### src/rtl/core/rtfg_pkg.sv
// Shared types and constants for the region table free gap finder.
`timescale 1ns / 1ps
package rtfg_pkg;

    localparam int DEF_MAX_REGIONS = 16;
    localparam int DEF_PAGE_BYTES  = 4096;

    typedef enum logic [1:0] {
        OP_ATTACH = 2'd0,
        OP_DETACH = 2'd1,
        OP_FIND   = 2'd2,
        OP_NONE   = 2'd3
    } opcode_t;

    // One stored region
    typedef struct packed {
        logic [31:0] base_addr;
        logic [31:0] limit_addr;
        logic [31:0] kind;
        logic [15:0] object;
        logic [31:0] offset;
    } entry_t;

endpackage

### src/rtl/core/rtfg_mem.sv
// Region entry memory: one write port, one read port, registered read data.
`timescale 1ns / 1ps
module rtfg_mem #(
    parameter int DEPTH = rtfg_pkg::DEF_MAX_REGIONS,
    parameter int AW    = $clog2(DEPTH)
) (
    input  logic                  clk,
    input  logic                  we,
    input  logic [AW-1:0]         waddr,
    input  rtfg_pkg::entry_t      wdata,
    input  logic [AW-1:0]         raddr,
    output rtfg_pkg::entry_t      rdata
);
    import rtfg_pkg::*;

    entry_t mem [DEPTH];
    entry_t rdata_reg;

    // write port
    always_ff @(posedge clk)
    begin
        if (we)
        begin
            mem[waddr] <= wdata;
        end
    end

    // read port, registered read data
    always_ff @(posedge clk)
    begin
        rdata_reg <= mem[raddr];
    end

    assign rdata = rdata_reg;

endmodule

### src/rtl/core/region_table_free_gap_finder_core.sv
// Channel   | Signals                                   | Direction
// input     | in_valid, in_stall, opcode .. req length  | item in, stall out
// output    | out_valid, out_stall, ok, found_addr, ... | result out, stall in
//
// Attach and unused opcodes go from S_IDLE straight to S_DONE; detach reads every
// entry, then passes S_DET_TAIL and S_DET_FIN. Find free is bound by the single
// read port of the entry memory: each candidate span reads every entry once.
// Reset clears valid bits, ranks and control; entry data is left as is.
// One item is worked at a time; in_stall is high while an item is in work.
// A result waits in the output register while the next item is accepted.
`timescale 1ns / 1ps
module region_table_free_gap_finder_core #(
    parameter int MAX_REGIONS = rtfg_pkg::DEF_MAX_REGIONS,
    parameter int PAGE_BYTES  = rtfg_pkg::DEF_PAGE_BYTES
) (
    input  logic        clk,
    input  logic        rst_n,
    input  logic        in_valid,
    output logic        in_stall,
    input  logic [1:0]  opcode,
    input  logic [31:0] region_start,
    input  logic [31:0] region_end,
    input  logic [31:0] region_kind,
    input  logic [15:0] object_id,
    input  logic [31:0] object_offset,
    input  logic [31:0] request_length,
    output logic        out_valid,
    input  logic        out_stall,
    output logic        ok,
    output logic [31:0] found_addr,
    output logic [15:0] released_object
);
    import rtfg_pkg::*;

    localparam int AW = $clog2(MAX_REGIONS);
    localparam logic [AW-1:0] LAST = AW'(MAX_REGIONS - 1);
    localparam logic [32:0] PG_ADD  = 33'(PAGE_BYTES - 1);
    localparam logic [32:0] PG_MASK = ~33'(PAGE_BYTES - 1);
    localparam logic [32:0] PG_LEN  = 33'(PAGE_BYTES);

    typedef enum logic [3:0] {
        S_IDLE, S_DET_SCAN, S_DET_TAIL, S_DET_FIN,
        S_FF_OUTER, S_FF_WAIT, S_FF_INNER, S_FF_TAIL, S_FF_EVAL, S_DONE
    } state_t;

    state_t               state_reg;
    logic [MAX_REGIONS-1:0] valid_reg;
    logic [AW-1:0]        rank_reg [MAX_REGIONS];
    logic [AW-1:0]        i_reg, j_reg, chk_idx_reg;
    logic                 chk_vld_reg;
    logic [31:0]          start_reg, lo_reg, hi_reg, best_reg;
    logic [32:0]          len_reg;
    logic                 clear_reg;
    logic                 hit_reg;
    logic [AW-1:0]        hit_idx_reg, hit_rank_reg;
    logic [15:0]          hit_obj_reg;
    logic                 p_ok_reg;
    logic [31:0]          p_addr_reg;
    logic [15:0]          p_rel_reg;
    logic                 res_valid_reg, res_ok_reg;
    logic [31:0]          res_addr_reg;
    logic [15:0]          res_rel_reg;

    logic                 accept;
    logic                 free_found;
    logic [AW-1:0]        free_idx;
    logic                 mem_we;
    logic [AW-1:0]        raddr;
    entry_t               wdata, rdata;
    logic [32:0]          len_in, len_rnd;
    logic                 collide;
    logic                 res_free;

    assign accept   = in_valid && !in_stall;
    assign in_stall = (state_reg != S_IDLE);
    assign res_free = !res_valid_reg || !out_stall;

    // lowest free slot
    always_comb
    begin
        free_found = 1'b0;
        free_idx   = '0;
        for (int k = MAX_REGIONS - 1; k >= 0; k--)
        begin
            if (!valid_reg[k])
            begin
                free_found = 1'b1;
                free_idx   = AW'(k);
            end
        end
    end

    // length rounded up to whole pages, zero counts as one page
    assign len_in  = (request_length == 32'd0) ? PG_LEN : {1'b0, request_length};
    assign len_rnd = (len_in + PG_ADD) & PG_MASK;

    // memory ports
    assign mem_we = accept && (opcode == OP_ATTACH) && free_found;
    assign wdata  = '{base_addr: region_start, limit_addr: region_end,
                      kind: region_kind, object: object_id, offset: object_offset};
    assign raddr  = (state_reg == S_FF_OUTER) ? i_reg : j_reg;

    rtfg_mem #(.DEPTH(MAX_REGIONS), .AW(AW)) u_mem (
        .clk   (clk),
        .we    (mem_we),
        .waddr (free_idx),
        .wdata (wdata),
        .raddr (raddr),
        .rdata (rdata)
    );

    // span test against the entry returned this cycle
    assign collide = !((rdata.base_addr < lo_reg && rdata.limit_addr < lo_reg) ||
                       (rdata.base_addr > hi_reg && rdata.limit_addr > hi_reg));

    // control, table bookkeeping and result registers
    always_ff @(posedge clk or negedge rst_n)
    begin
        if (!rst_n)
        begin
            state_reg     <= S_IDLE;
            valid_reg     <= '0;
            for (int k = 0; k < MAX_REGIONS; k++)
            begin
                rank_reg[k] <= '0;
            end
            i_reg         <= '0;
            j_reg         <= '0;
            chk_idx_reg   <= '0;
            chk_vld_reg   <= 1'b0;
            start_reg     <= '0;
            lo_reg        <= '0;
            hi_reg        <= '0;
            best_reg      <= '0;
            len_reg       <= '0;
            clear_reg     <= 1'b0;
            hit_reg       <= 1'b0;
            hit_idx_reg   <= '0;
            hit_rank_reg  <= '0;
            hit_obj_reg   <= '0;
            p_ok_reg      <= 1'b0;
            p_addr_reg    <= '0;
            p_rel_reg     <= '0;
            res_valid_reg <= 1'b0;
            res_ok_reg    <= 1'b0;
            res_addr_reg  <= '0;
            res_rel_reg   <= '0;
        end
        else
        begin
            // output register drains on transfer unless a new result loads
            if (res_valid_reg && !out_stall && state_reg != S_DONE)
            begin
                res_valid_reg <= 1'b0;
            end

            // returned entry, checked in the cycle after its read
            chk_vld_reg <= 1'b0;
            if (chk_vld_reg && valid_reg[chk_idx_reg])
            begin
                if (state_reg == S_DET_SCAN || state_reg == S_DET_TAIL)
                begin
                    if (rdata.base_addr == start_reg &&
                        (!hit_reg || rank_reg[chk_idx_reg] < hit_rank_reg))
                    begin
                        hit_reg      <= 1'b1;
                        hit_idx_reg  <= chk_idx_reg;
                        hit_rank_reg <= rank_reg[chk_idx_reg];
                        hit_obj_reg  <= rdata.object;
                    end
                end
                else if (collide)
                begin
                    clear_reg <= 1'b0;
                end
            end

            unique case (state_reg)
                S_IDLE:
                begin
                    if (accept)
                    begin
                        start_reg  <= region_start;
                        len_reg    <= len_rnd;
                        hit_reg    <= 1'b0;
                        best_reg   <= '0;
                        i_reg      <= '0;
                        j_reg      <= '0;
                        p_ok_reg   <= 1'b0;
                        p_addr_reg <= '0;
                        p_rel_reg  <= '0;
                        unique case (opcode)
                            OP_ATTACH:
                            begin
                                if (free_found)
                                begin
                                    for (int k = 0; k < MAX_REGIONS; k++)
                                    begin
                                        if (valid_reg[k])
                                        begin
                                            rank_reg[k] <= rank_reg[k] + 1'b1;
                                        end
                                    end
                                    rank_reg[free_idx]  <= '0;
                                    valid_reg[free_idx] <= 1'b1;
                                    p_ok_reg            <= 1'b1;
                                end
                                state_reg <= S_DONE;
                            end
                            OP_DETACH: state_reg <= S_DET_SCAN;
                            OP_FIND:   state_reg <= S_FF_OUTER;
                            default:   state_reg <= S_DONE;
                        endcase
                    end
                end

                // detach: read every entry, keep the newest match
                S_DET_SCAN:
                begin
                    chk_vld_reg <= 1'b1;
                    chk_idx_reg <= j_reg;
                    if (j_reg == LAST)
                    begin
                        state_reg <= S_DET_TAIL;
                    end
                    else
                    begin
                        j_reg <= j_reg + 1'b1;
                    end
                end
                S_DET_TAIL: state_reg <= S_DET_FIN;
                S_DET_FIN:
                begin
                    if (hit_reg)
                    begin
                        for (int k = 0; k < MAX_REGIONS; k++)
                        begin
                            if (valid_reg[k] && rank_reg[k] > hit_rank_reg)
                            begin
                                rank_reg[k] <= rank_reg[k] - 1'b1;
                            end
                        end
                        valid_reg[hit_idx_reg] <= 1'b0;
                        rank_reg[hit_idx_reg]  <= '0;
                        p_ok_reg               <= 1'b1;
                        p_rel_reg              <= hit_obj_reg;
                    end
                    state_reg <= S_DONE;
                end

                // find free: pick the next candidate region
                S_FF_OUTER:
                begin
                    if (valid_reg[i_reg])
                    begin
                        state_reg <= S_FF_WAIT;
                    end
                    else if (i_reg == LAST)
                    begin
                        state_reg <= S_FF_EVAL;
                    end
                    else
                    begin
                        i_reg <= i_reg + 1'b1;
                    end
                end
                S_FF_WAIT:
                begin
                    if ({1'b0, rdata.base_addr} > len_reg)
                    begin
                        lo_reg    <= rdata.base_addr - len_reg[31:0];
                        hi_reg    <= rdata.base_addr - 32'd1;
                        clear_reg <= 1'b1;
                        j_reg     <= '0;
                        state_reg <= S_FF_INNER;
                    end
                    else if (i_reg == LAST)
                    begin
                        state_reg <= S_FF_EVAL;
                    end
                    else
                    begin
                        i_reg     <= i_reg + 1'b1;
                        state_reg <= S_FF_OUTER;
                    end
                end
                // test the span against every entry
                S_FF_INNER:
                begin
                    chk_vld_reg <= 1'b1;
                    chk_idx_reg <= j_reg;
                    if (j_reg == LAST)
                    begin
                        state_reg <= S_FF_TAIL;
                    end
                    else
                    begin
                        j_reg <= j_reg + 1'b1;
                    end
                end
                S_FF_TAIL:
                begin
                    state_reg <= S_FF_EVAL;
                end
                // keep the span if clear and highest; then next candidate or finish
                S_FF_EVAL:
                begin
                    if (clear_reg && lo_reg > best_reg)
                    begin
                        best_reg <= lo_reg;
                    end
                    clear_reg <= 1'b0;
                    if (i_reg == LAST)
                    begin
                        p_ok_reg   <= (clear_reg && lo_reg > best_reg) || (best_reg != 32'd0);
                        p_addr_reg <= (clear_reg && lo_reg > best_reg) ? lo_reg : best_reg;
                        state_reg  <= S_DONE;
                    end
                    else
                    begin
                        i_reg     <= i_reg + 1'b1;
                        state_reg <= S_FF_OUTER;
                    end
                end

                // hand the result to the output register
                S_DONE:
                begin
                    if (res_free)
                    begin
                        res_valid_reg <= 1'b1;
                        res_ok_reg    <= p_ok_reg;
                        res_addr_reg  <= p_addr_reg;
                        res_rel_reg   <= p_rel_reg;
                        state_reg     <= S_IDLE;
                    end
                end
                default: state_reg <= S_IDLE;
            endcase
        end
    end

    assign out_valid       = res_valid_reg;
    assign ok              = res_ok_reg;
    assign found_addr      = res_addr_reg;
    assign released_object = res_rel_reg;

    // a successful attach adds exactly one valid entry
    a_attach_fill: assert property (@(posedge clk) disable iff (!rst_n)
        mem_we |=> $countones(valid_reg) == $past($countones(valid_reg)) + 1)
        else $error("attach did not fill one slot");

    // entry memory is written only on an accepted attach
    a_we_idle: assert property (@(posedge clk) disable iff (!rst_n)
        mem_we |-> (state_reg == S_IDLE))
        else $error("memory write outside idle");

    // a found address or released object implies success
    a_addr_ok: assert property (@(posedge clk) disable iff (!rst_n)
        (out_valid && (found_addr != 32'd0 || released_object != 16'd0)) |-> ok)
        else $error("nonzero result without ok");

    // a successful detach removes exactly one entry
    a_detach_drop: assert property (@(posedge clk) disable iff (!rst_n)
        (state_reg == S_DET_FIN && hit_reg)
        |=> $countones(valid_reg) + 1 == $past($countones(valid_reg)))
        else $error("detach did not free one slot");

endmodule

### config.mk
export PLATFORM = sky130hd
export DESIGN_NAME = region_table_free_gap_finder_core
export DESIGN_NICKNAME = d
export VERILOG_FILES = /design/src/rtl/core/rtfg_pkg.sv /design/src/rtl/core/rtfg_mem.sv /design/src/rtl/core/region_table_free_gap_finder_core.sv
export SDC_FILE = /design/constraint.sdc
export NUM_CORES = 2
export LEC_CHECK = 0
export ABC_AREA = 1
export BUFFER_PORTS_ARGS = -buffer_cell sky130_fd_sc_hd__buf_4
export CORE_ASPECT_RATIO = 0.7
export CORE_MARGIN = 8
export CORE_UTILIZATION = 50
export CTS_CLUSTER_DIAMETER = 100
export CTS_CLUSTER_SIZE = 25
export DETAILED_ROUTE_END_ITERATION = 7
export GPL_TIMING_DRIVEN = 0
export PLACE_DENSITY_LB_ADDON = 0.3
export SYNTH_ARGS = -nofsm -noshare
export SYNTH_HDL_FRONTEND = slang
export SYNTH_HIERARCHICAL = 1
export SYNTH_SLANG_ARGS = --single-unit
### constraint.sdc
create_clock -name clk -period 9.4 [get_ports clk]
set_input_delay 0.94 -clock clk [delete_from_list [all_inputs] [get_ports clk]]
set_output_delay 0.94 -clock clk [all_outputs]
set_load 0.01 [all_outputs]
After elaboration in Yosys (flattened, before gate mapping)
Memories as Yosys holds them, arrays and structs flattened. A register that Yosys moved wholly into a read port is not among the register bits.
Index checks and enable logic that the tools add are counted.
Operators by class
  add/sub/neg operators: 37
  multiply operators: 0
  divide/modulo/power cells: 0
  magnitude comparators: 34
  eq/ne operators: 28
  shift operators: 0
  mux-type cells: 236
  bitwise gates (word level): 10
  reduce and logical (&&, ||, !) cells: 62
Operators by type and width (count)
  $mux 4: 164
  $mux 64: 4
  $and 64x64->64: 2
  $mux 32: 4
  $not 64->64: 2
  $pmux 32 s2: 2
  $pmux 64 s2: 1
  $gt 32x32->1: 3
  $mux 16: 6
  $add 4x1->4 const B: 18
  $gt 4x4->1: 16
  $lt 32x32->1: 2
  $pmux 16 s2: 2
  $sub 4x1->4 const B: 16
  $mux 1: 40
  $pmux 4 s10: 1
  $add 32x12->33 const B: 1
  $gt 32x33->1: 1
  $demux 4 s4: 2
  $eq 32x32->1: 1
  $logic_not 32->1: 1
  $reduce_bool 32->1: 1
  $sub 32x1->32 const B: 1
  $sub 32x32->32: 1
  other kinds (40): 115
Storage, ports and cells
  register bits: 371
  latch bits: 0
  RAM bits: 2304
  memory bits (read-only): 0
  output and inout bits: 51
  logic and storage cells: 447
  memories kept: 1
Memory list
  u_mem.mem: words 16, width 144, read ports 1, clocked after Yosys merged registers in 1, wr ports 1, RTL line rtfg_mem.sv:16  | entry_t mem [DEPTH];

Longest topological paths before layout
  depth in word-level cells: 27
  gate-level depth with buffers: 20
  gate-level depth less buffers: 20

Modules after synthesis
Netlist, hierarchy kept.
Modules (own cells, without submodules)
  rtfg_mem: instances 1, cells each 8758, area an instance 98557.0 µm²
  region_table_free_gap_finder_core: instances 1, cells each 3470, area an instance 26684.3 µm²

Worst setup path before layout
No wires, ideal clock.
  kind: input to register
  start point: in in_valid
  end point: mem u_mem/mem[12][0] in the netlist's numbering, enable pin
  library setup time: 0.650 ns
  arrival time: 7.705 ns
  setup slack: 1.045 ns
  stages on the path: 7
  buffers on the path: 1
  cells stage by stage: inv_1 -> nor2_1 -> buf_2 -> inv_1 -> nor2_1 -> nand3_1 -> nor2_1
On the way
  cells in the longest elaborated chain, start to end: 5
RTL lines
  start, declared: RTL line region_table_free_gap_finder_core.sv:18  | input logic in_valid,
  $logic_and 1x1->1: RTL line region_table_free_gap_finder_core.sv:74  | assign accept = in_valid && !in_stall;
  $logic_and 1x1->1 (2 in a row): RTL line region_table_free_gap_finder_core.sv:98  | assign mem_we = accept && (opcode == OP_ATTACH) && free_found;
  named net mem_we: RTL line region_table_free_gap_finder_core.sv:67  | logic mem_we;
  $mux 1: RTL line rtfg_mem.sv:22  | if (we)
  $mux 1 (not written as such): RTL line rtfg_mem.sv:24  | mem[waddr] <= wdata;
  end, declared: RTL line rtfg_mem.sv:16
The timed path passes the listed nets, and every way through them passes these cells.

Worst setup path in the final report
  start point: reg state_reg[0]
  end point: mem u_mem/mem[14][98] in the netlist's numbering, enable pin
On the way
  cells in the longest elaborated chain, start to end: 7
RTL lines
  start, declared: RTL line region_table_free_gap_finder_core.sv:46  | state_t state_reg;
  start signal, assigned: RTL line region_table_free_gap_finder_core.sv:121  | state_reg <= S_IDLE;
  start signal, assigned: RTL line region_table_free_gap_finder_core.sv:208  | state_reg <= S_DONE;
  start signal, assigned: RTL line region_table_free_gap_finder_core.sv:210  | OP_DETACH: state_reg <= S_DET_SCAN;
  $reduce_bool 4->1: RTL line region_table_free_gap_finder_core.sv:75  | assign in_stall = (state_reg != S_IDLE);
  $logic_not 1->1: RTL line region_table_free_gap_finder_core.sv:74
  $logic_and 1x1->1: RTL line region_table_free_gap_finder_core.sv:74
  $logic_and 1x1->1 (2 in a row): RTL line region_table_free_gap_finder_core.sv:98
  named net mem_we: RTL line region_table_free_gap_finder_core.sv:67
  $mux 1: RTL line rtfg_mem.sv:22
  $mux 1 (not written as such): RTL line rtfg_mem.sv:24
The timed path passes the listed nets, and every way through them passes these cells.

==> metrics.md <==
| Metric | Value |
|---|---|
| Status | complete, no violations |
| Site Rows | 124 |
| Clock share of power | 16.0% |
| Final period utilization | 54.5% |
| CP endpoint kind | flop |
| Crit path DAT | approximately 5.6 ns |
| Initial DRC count | around 9500 |
| Metal1 wirelength | 114000 µm |
| Post-CTS Setup Bufs | 0 |
| RSZ-0062 raised after global routing | no |
| Final slew viol count | 0 |
| Number of buffers added on ports | 168 |
| WL per Instance | 25.3 µm |
| # Max-Cap Violations | 0 |
| Pleak | 38.6 nW |
| ANT nets after route | 0 |
| Post-CTS Hold Fix Bufs | 0 |
| Max VDD drop | 0.158 mV |
| Crit path launch type | flop |
| Final hold violation count | 0 |
| Initial Util | 50.4% |
| Initial DRT Pass Iterations | 7 |
| DP HPWL | 202000 µm |
| CTS tree | done |
| Die height | 355 µm |
| Largest net degree at the start of global routing | 107 |
| Comb pwr share | between 40% and 50% |
| Post-route DRC | 0 |
| Clk buf depth | 3 |
| Clk Tree Root Cell | clkbuf_16 |
| YS warnings | 6 |
| Highest layer used for signal routing | met5 |
| Crit path max fanout | 20 |
| Fmax | 0.195 GHz |
| WL final | approximately 280000 µm |
| Share of cells above drive strength 1 | 8.65% |
| Power Internal | 14.4 mW |
| H-tree Lvls | 3 |
| Psw | 11.5 mW |
| Grt ovf | 0 |
| Final RePlAce weighted congestion | 0.967 |
| Clock Latency Late Sink | 0.76 ns |
| Total Power | ~26 mW |
| Fin util | 55.2% |
| Synth Net Count | approximately 9000 |
| # setup viols final | 0 |
| Vias in the first global route | around 60000 |
| Wire length of the first global-routing pass | 403000 µm |
| Via density | 5.83 |
| Sw frac | 44.6% |
| Power Density | 287 mW/mm² |
| Area Growth Syn to Fin | 9.66% |
| Synth Instances | around 8500 |
| CP Data Required Time | 9.85 ns |
| Sink Count | 1731 |
| Total number of vias | between 60000 and 70000 |
| Wire length on met3 | 40600 µm |
| I/O pin cnt | 233 |
| Clk pin slew, worst setup/hold paths | 0.11 ns |
| Slew headroom | 2.51% |
| Die Wd | roughly 500 µm |
| Crit path kind | flop to flop |
| Syn Area/Cell | 9.68 µm² |
| Antenna violations before repair | 26 |
| Final Skew | roughly 0.033 ns |
| DIE AREA | 0.178 mm² |
| Final net count | 9283 |
| Tmin final | 5.12 ns |
| Flop pwr share | 38.2% |
| Measured slew at the worst slew-check pin | 1.46 ns |
| Largest register FFs | 1280 |
| Met2 WL | between 100000 and 150000 µm |
| Post-cts sizing count | 0 |
| Mapped Area | 0.0823 mm² |
| GRT Util Overall | a little under a third |
| Core Region | 0.163 mm² |
| Tightest Hold Check Type | input port to async pin |
| Clock buffer count from CTS | 80 |
[critical path, stage by stage (launching register included)]
cell     delay (ns)
dfrtp_1        0.48
inv_2          0.10
nand3_1        0.14
nor2_1         0.24
inv_2          0.15
nor2_1         0.13
buf_2          0.49
inv_1          0.36
nor2_1         0.64
nand3_1        0.50
nor2_4         0.74
buf_12         0.29
buf_12         0.26
buf_12         0.22
[layer usage]
layer / vias up / GRT usage, %
li1: 28756 / -
met3: 559 / 9.48
met2: 4207 / 43.1
met5: - / 0
met4: 4 / 10.7
met1: 31120 / 44.6
[per-stage QoR]
stage | setup WS (ns) | setup TNS (ns) | cell area, µm² | hold slack, ns | std cells
after floorplan | 3.82 | 0 | 82300 | 0.430 | 8503
after CTS | 4.41 | 0 | 90200 | 0.224 | 11064
after detailed placement | 4.45 | 0 | 87800 | 0.456 | 10940
after global placement | -2.08 | -2030.84 | 86300 | 0.445 | 10876
after global routing | 4.19 | 0 | 90200 | 0.271 | 11070
final | 4.28 | 0 | 90200 | 0.238 | 11089
[power groups by stage]
stage          registers [mW]  clock network (mW)  logic [mW]
2_1_floorplan            9.70                   0        7.19
3_3_place_gp             10.0                   0        11.0
3_5_place_dp             10.0                   0        11.4
4_1_cts                  9.87                4.18        11.4
5_1_grt                  9.97                4.43        12.8
6_report                 9.90                4.15        11.8
[worst paths after layout]
check                              startpoint                 to  slack [ns]  cells past startpoint
min                                     rst_n       rank_reg[18]        0.24                      1
max                              state_reg[0]  u_mem/mem[14][98]        4.28                     13
max in group asynchronous               rst_n        len_reg[20]        7.60                      3
min in group clk           request_length[30]        len_reg[30]        0.44                      2
min reg2reg                   u_mem/rdata[32]     hit_obj_reg[0]        0.45                      2
max reg2reg                      state_reg[0]  u_mem/mem[14][98]        4.28                     13
[final cells by class]
class	instances	area [µm²]
Multi-Input combinational cell	5292	26700
Clock buffer	116	2230
Buffer	524	2720
Antenna cell	25	62.6
Clock inverter	8	119
Timing Repair Buffer	232	2660
Tap cell	2205	2760
Inverter	956	3600
Sequential cell	1731	49300
Fill cell	14063	73200
[layout by cell type (no fill, tap or decap), drive strengths merged, types with 4 or more instances in the layout]
cell,n
a41oi,15
a22oi,8
a21o,7
edfxtp,1280
a21oi,276
nand3,1120
o21ai,336
nand4,56
a21boi,37
nor3,47
ha,283
o22ai,20
xnor2,40
nand2,2524
buf,580
a31oi,4
nor4,38
xor2,93
or2,29
inv,961
dfxtp,80
a22o,9
nor2,247
o21a,11
o31ai,4
clkbuf,292
mux2,32
dfrtp,371
o211ai,32
nand3b,6
diode,25
No activity file was read; power rests on OpenSTA's default activity.
